==> config.mk <==
export PLATFORM = sky130hd
export DESIGN_NAME = fcsr_frac_div
export DESIGN_NICKNAME = d
export VERILOG_FILES = /design/src/rtl/fcsr_pkg.sv /design/src/rtl/fcsr_frac_div.sv
export SDC_FILE = /design/constraint.sdc
export NUM_CORES = 1
export LEC_CHECK = 0
export BUFFER_PORTS_ARGS = -buffer_cell sky130_fd_sc_hd__buf_2
export CORE_MARGIN = 8
export CORE_UTILIZATION = 32
export CTS_CLUSTER_SIZE = 28
export DETAILED_ROUTE_END_ITERATION = 8
export HOLD_SLACK_MARGIN = 0.15
export SETUP_SLACK_MARGIN = 0.15
export SYNTH_ARGS = -nofsm -noshare
export SYNTH_HDL_FRONTEND = slang
export SYNTH_SLANG_ARGS = --single-unit
==> constraint.sdc <==
create_clock -name clk -period 3.6 [get_ports clk]
set_input_delay 0.18 -clock clk [delete_from_list [all_inputs] [get_ports clk]]
set_output_delay 0.18 -clock clk [all_outputs]
set_load 0.01 [all_outputs]
==> src/rtl/fcsr_pkg.sv <==
// Shared types and constants for the flux conserving spectrum rebinner.
// Used by every module in rtl/; depends on nothing.
package fcsr_pkg;

  localparam int MAX_BINS  = 1024;
  localparam int BIN_W     = $clog2(MAX_BINS);
  localparam int CNT_W     = $clog2(MAX_BINS + 1);
  localparam int EDGE_W    = 40;
  localparam int SUM_W     = 48;
  localparam int SAMPLE_W  = 32;
  localparam int FRAC_BITS = 30;
  localparam int FRAC_W    = FRAC_BITS + 1;

  localparam logic [1:0] KIND_LOAD  = 2'd0;
  localparam logic [1:0] KIND_PIXEL = 2'd1;
  localparam logic [1:0] KIND_READ  = 2'd2;

  localparam logic CFG_BINS = 1'b0;
  localparam logic CFG_MASK = 1'b1;

  // variance of -1.0 in 16.16 marks a masked pixel
  localparam logic signed [SAMPLE_W-1:0] VAR_MASKED = 32'shFFFF_0000;

  typedef struct packed {
    logic [1:0]                 kind;
    logic [CNT_W-1:0]           edge_index;
    logic [EDGE_W-1:0]          edge_value;
    logic [EDGE_W-1:0]          pixel_low;
    logic [EDGE_W-1:0]          pixel_high;
    logic signed [SAMPLE_W-1:0] pixel_flux;
    logic signed [SAMPLE_W-1:0] pixel_variance;
    logic                       pixel_skip;
    logic [BIN_W-1:0]           bin_index;
  } in_item_t;

  typedef struct packed {
    logic [BIN_W-1:0]        out_bin;
    logic signed [SUM_W-1:0] bin_flux;
    logic [SUM_W-1:0]        bin_variance;
    logic                    bin_masked;
  } out_item_t;

  typedef struct packed {
    logic                    mask;
    logic [SUM_W-1:0]        var_sum;
    logic signed [SUM_W-1:0] flux_sum;
  } acc_entry_t;

  typedef struct packed {
    logic              start;
    logic [EDGE_W-1:0] num;
    logic [EDGE_W-1:0] den;
  } div_req_t;

endpackage

==> src/rtl/fcsr_frac_div.sv <==
// Restoring divider for the overlap fraction floor(num * 2^30 / den), num <= den.
// One quotient bit per cycle. Depends on fcsr_pkg.
module fcsr_frac_div (
  input  logic                        clk,
  input  logic                        rst_n,
  input  fcsr_pkg::div_req_t          req,
  output logic                        done,
  output logic [fcsr_pkg::FRAC_W-1:0] quot
);
  import fcsr_pkg::*;

  localparam int STEP_W = $clog2(FRAC_W + 1);

  logic [EDGE_W:0]     rem_r, rem_nxt;
  logic [EDGE_W-1:0]   den_r, den_nxt;
  logic [FRAC_W-1:0]   q_r, q_nxt;
  logic [STEP_W-1:0]   step_r, step_nxt;
  logic                run_r, run_nxt;
  logic                done_r, done_nxt;
  logic                bit_ge;
  logic [EDGE_W:0]     diff;

  always_comb begin
    bit_ge   = rem_r >= {1'b0, den_r};
    diff     = bit_ge ? rem_r - {1'b0, den_r} : rem_r;
    rem_nxt  = rem_r;
    den_nxt  = den_r;
    q_nxt    = q_r;
    step_nxt = step_r;
    run_nxt  = run_r;
    done_nxt = 1'b0;
    if (req.start) begin
      rem_nxt  = {1'b0, req.num};
      den_nxt  = req.den;
      q_nxt    = '0;
      step_nxt = '0;
      run_nxt  = 1'b1;
    end else if (run_r) begin
      // shift in one quotient bit, drop the top remainder bit (always zero)
      q_nxt    = {q_r[FRAC_W-2:0], bit_ge};
      rem_nxt  = {diff[EDGE_W-1:0], 1'b0};
      step_nxt = step_r + 1'b1;
      if (step_r == STEP_W'(FRAC_W - 1)) begin
        run_nxt  = 1'b0;
        done_nxt = 1'b1;
      end
    end
  end

  always_ff @(posedge clk) begin
    if (!rst_n) begin
      run_r  <= 1'b0;
      done_r <= 1'b0;
      step_r <= '0;
    end else begin
      run_r  <= run_nxt;
      done_r <= done_nxt;
      step_r <= step_nxt;
    end
    rem_r <= rem_nxt;
    den_r <= den_nxt;
    q_r   <= q_nxt;
  end

  assign done = done_r;
  assign quot = q_r;

endmodule

==> results.md <==
- The path category of the worst min-delay check is input pin to flip-flop.
- Clock tree synthesis selected as its root buffer the cell clkbuf_16.
- The net count after synthesis is 820.
- After global routing the overflow that remains totals 0.
- In this run, CTS created clock tree buffers numbering 17.
- Based on the critical path, the design can be clocked at up to 0.297 GHz.
- The wire length of the first global-routing pass is 30.3 mm.
- After synthesis, the largest family of logic cells by area is compound AO/OA/AOI/OAI gates.
- The setup TNS is 0 ns.
- The standby leakage power is 4.15 nW.
- The number of enable flip-flop cells after synthesis is 80.
- The H-tree depth reported by CTS is 4.
- The effective utilization at floorplan is 0.323.
- The capturing element type of the critical path is a flip-flop.
- The die is 164 µm tall.
- The area fraction in and, or, nand and nor cells after synthesis is 0.122.
- Of the total synthesized cell area, the portion taken by XOR and XNOR cells is 0.0501.
- The run finished with clean final reports.
- After clock tree synthesis, the clock-pin slew on the worst setup and hold paths is 0.06 ns.
- The floorplan step defined a die boundary enclosing 26800 µm².
- For this run, the share of the core covered by cells in the final layout is 0.437.
- The average detailed-routed wire length per instance is 15.6 µm.
- For this block, the routed nets add up to 18.6 mm of wire.
- The clock period minus final worst setup slack is 3.37 ns.
- STA classifies the critical path startpoint as a flip-flop.
- After filler insertion, the fill cell instance count of the layout stands at 2085.
- The TritonCTS clock tree is built.
- Yosys attributes the largest share of cell area to edfxtp_1 (34%), dfxtp_1 (11%), mux2i_1 (8.6%).
- The die width is 164 µm.
- The congestion estimate from routability-driven global placement came to 0.862.
- The number of diodes added for antenna fixing is 0.
- Of all nets on the critical path, the largest fanout is 3.
- At the later pin of the worst-skew pair, clock insertion delay measures 0.42 ns.
- The number of slew-limit violations in the final report came to 0.
- The instance count of the mapped netlist is 694.
- The first TritonRoute pass finished after 4 iterations.
- The synthesized-area fraction occupied by ao, oa, aoi and oai cells is 0.158.
- The total half-perimeter wirelength after legalization and detailed placement is 12.9 mm.
- For this run, design rule violations remaining after detail routing come to 0.
- The worst setup skew after layout is 0.0131 ns.
- In the synthesized netlist the async set-or-reset flop fraction comes to 0.
- The count of endpoints failing hold in the final timing report is 0.
- In the final layout, the share of cells above drive strength 1 is 0.209.
- The initial antenna violation count was 0.
- The site row count is 54.
- The combined area of all synthesized cells is 6990 µm².
- STA puts the critical path data arrival time at 3.54 ns.
- In the routed layout, each cell is associated on average with a via count of 4.83.
- The average size of a mapped cell is 10.1 µm².
- The largest total area in the synthesized netlist belongs to edfxtp_1.
- The count of nets left with antenna violations once routing finished came out at 0.
- The commonest cells after synthesis are nor2_1 (88), edfxtp_1 (80), a21oi_1 (67).
- Detailed routing inserted a total of 5770 vias.
- The number of clock sinks is 119.
- The most common cell in the synthesized netlist is nor2_1.
- The fraction of synthesized cell area taken by the top area cell type is 0.344.
- The number of nets in the final layout is 1027.
- Entering global routing, the biggest net connects 66 pins.
- The count of distinct cell types in the synthesized netlist is 63.
- The buffer depth of the longest clock path is 2.
- The synthesized design contains 119 register bits.
- The data required time of the critical path is 3.77 ns.
- Setup violations remaining at the end of the flow were counted as 0.
- After routing the design area is 9450 µm².
- For this block, the initial DRC count from the detailed router was 353.
- Max-cap violations in this run came to 0.
- The combined global-route utilization of all metal layers is 0.142.
- Of the available clock period, the critical path in the final layout requires 0.935.
- The number of global-route vias before repair came to 6043.
- The sequential element share of the synthesized area is 0.455.
- Measured against its own limit, the worst slew margin works out to 0.462.
- In this run the power density over the cells is 606 nW/µm².
- The transition time of the tightest slew-check pin is 0.806 ns.
- Final hold analysis gives a worst-case slack of 0.211 ns.
- The multiplexer area fraction after synthesis is 0.0875.
- The Yosys step of the flow raised 0 warnings.
- The prevailing post-synth register cell is edfxtp_1.
- The core region is 21600 µm².
- The worst IR drop on VDD is 0.331 mV.
- Setup repair after global routing could not meet its margin everywhere.
- The synthesized-area fraction occupied by adder cells is 0.0780.
- The type of the setup path with the least slack is flip-flop to flip-flop.
- The placement-stage cell area is 7870 µm².
- 115 I/O pins were placed.
- From synthesis to final layout, the design area changed by 35.2%.
- In this run the tool buffered the top-level ports with 114 buffer cells.
- The power consumption is 0.00573 W.
## per-layer routing
layer  GRT usage  up-vias  share of wire
met3      0.0436       18          0.055
li1            -     2923              -
met4      0.0455        0          0.013
met2       0.230      120           0.47
met5           0        -              0
met1       0.177     2709           0.47
## worst paths after layout
check                 from        end  slack (ns)  cells past startpoint
setup / recovery  rem_r[1]  rem_r[26]        0.23                     11
hold / removal     req[80]   den_r[4]        0.21                      1
setup reg to reg  rem_r[1]  rem_r[26]        0.23                     11
hold reg to reg   quot[30]   quot[30]        0.50                      2
## cell families after synthesis
logic type / after synthesis
AOI/OAI and AO/OA: 164
xor gates and xnor gates: 40
adders and majority gates: 43
buffers and inverters: 84
DFF: 119
muxes: 61
and+or+nand+nor: 183
## critical path, cell delays in order, from the launching register on
cell      delay [ns]
edfxtp_1        0.41
ha_1            0.32
nor2b_1         0.14
o31a_1          0.27
o21ai_1         0.13
nand2b_1        0.11
a221oi_2        0.38
nor3_1          0.11
or4b_4          0.53
a31oi_1         0.26
xnor2_1         0.12
a221o_1         0.33
## sequential cells by signal (all words and copies together), names as in the netlist
| name | count |
|---|---|
| step_r | 5 |
| quot | 31 |
| done | 1 |
| run_r | 1 |
| den_r | 40 |
| rem_r | 41 |
## power breakdown
group          leakage [nW]  total (W)  internal (W)  switching, W
registers              1.10    0.00176       0.00167     0.0000859
clock network         0.281    0.00163      0.000940      0.000686
logic                  2.76    0.00234       0.00112       0.00122
total                  4.15    0.00573       0.00373       0.00199
## layout make-up
cell class,count,area (µm²),share of cell area
multi-input cells,491,3510,0.372
flip-flops and latches,119,3180,0.337
repair buffers,223,1650,0.175
clock buffers,19,454,0.0481
well taps,280,350,0.0371
inverters,49,184,0.0195
clock inverters,13,110,0.0117
## placed cells by master (no fill, tap or decap), drive strengths merged, types with 9 or more instances in the layout
cell type,count
ha,42
nand2b,9
xor2,19
clkbuf,20
dlygate4sd3,81
o21a,9
nand4,12
dfxtp,39
mux2i,60
nor2,88
a21oi,67
o21ai,27
inv,56
nand2,30
xnor2,21
buf,141
edfxtp,80
a21o,15
## through the flow
| stage | cells | setup WS [ns] |
|---|---|---|
| 2_1_floorplan | 694 | 0.434 |
| 3_3_place_gp | 1066 | 0.128 |
| 3_5_place_dp | 1066 | 0.0184 |
| 4_1_cts | 1182 | 0.154 |
| 5_1_grt | 1194 | 0.0744 |
| 6_report | 1194 | 0.232 |
## timing repair
action / in CTS / in global routing
gates resized for setup: 0 / 10
setup buffers: 2 / 11
hold buffers: 81 / 0
setup endpoints to repair: 29 / 39
hold endpoints to repair: 84 / 0
pin swaps: 2 / 1
gates cloned: 1 / 1
Power figures use the tool's default switching activity.
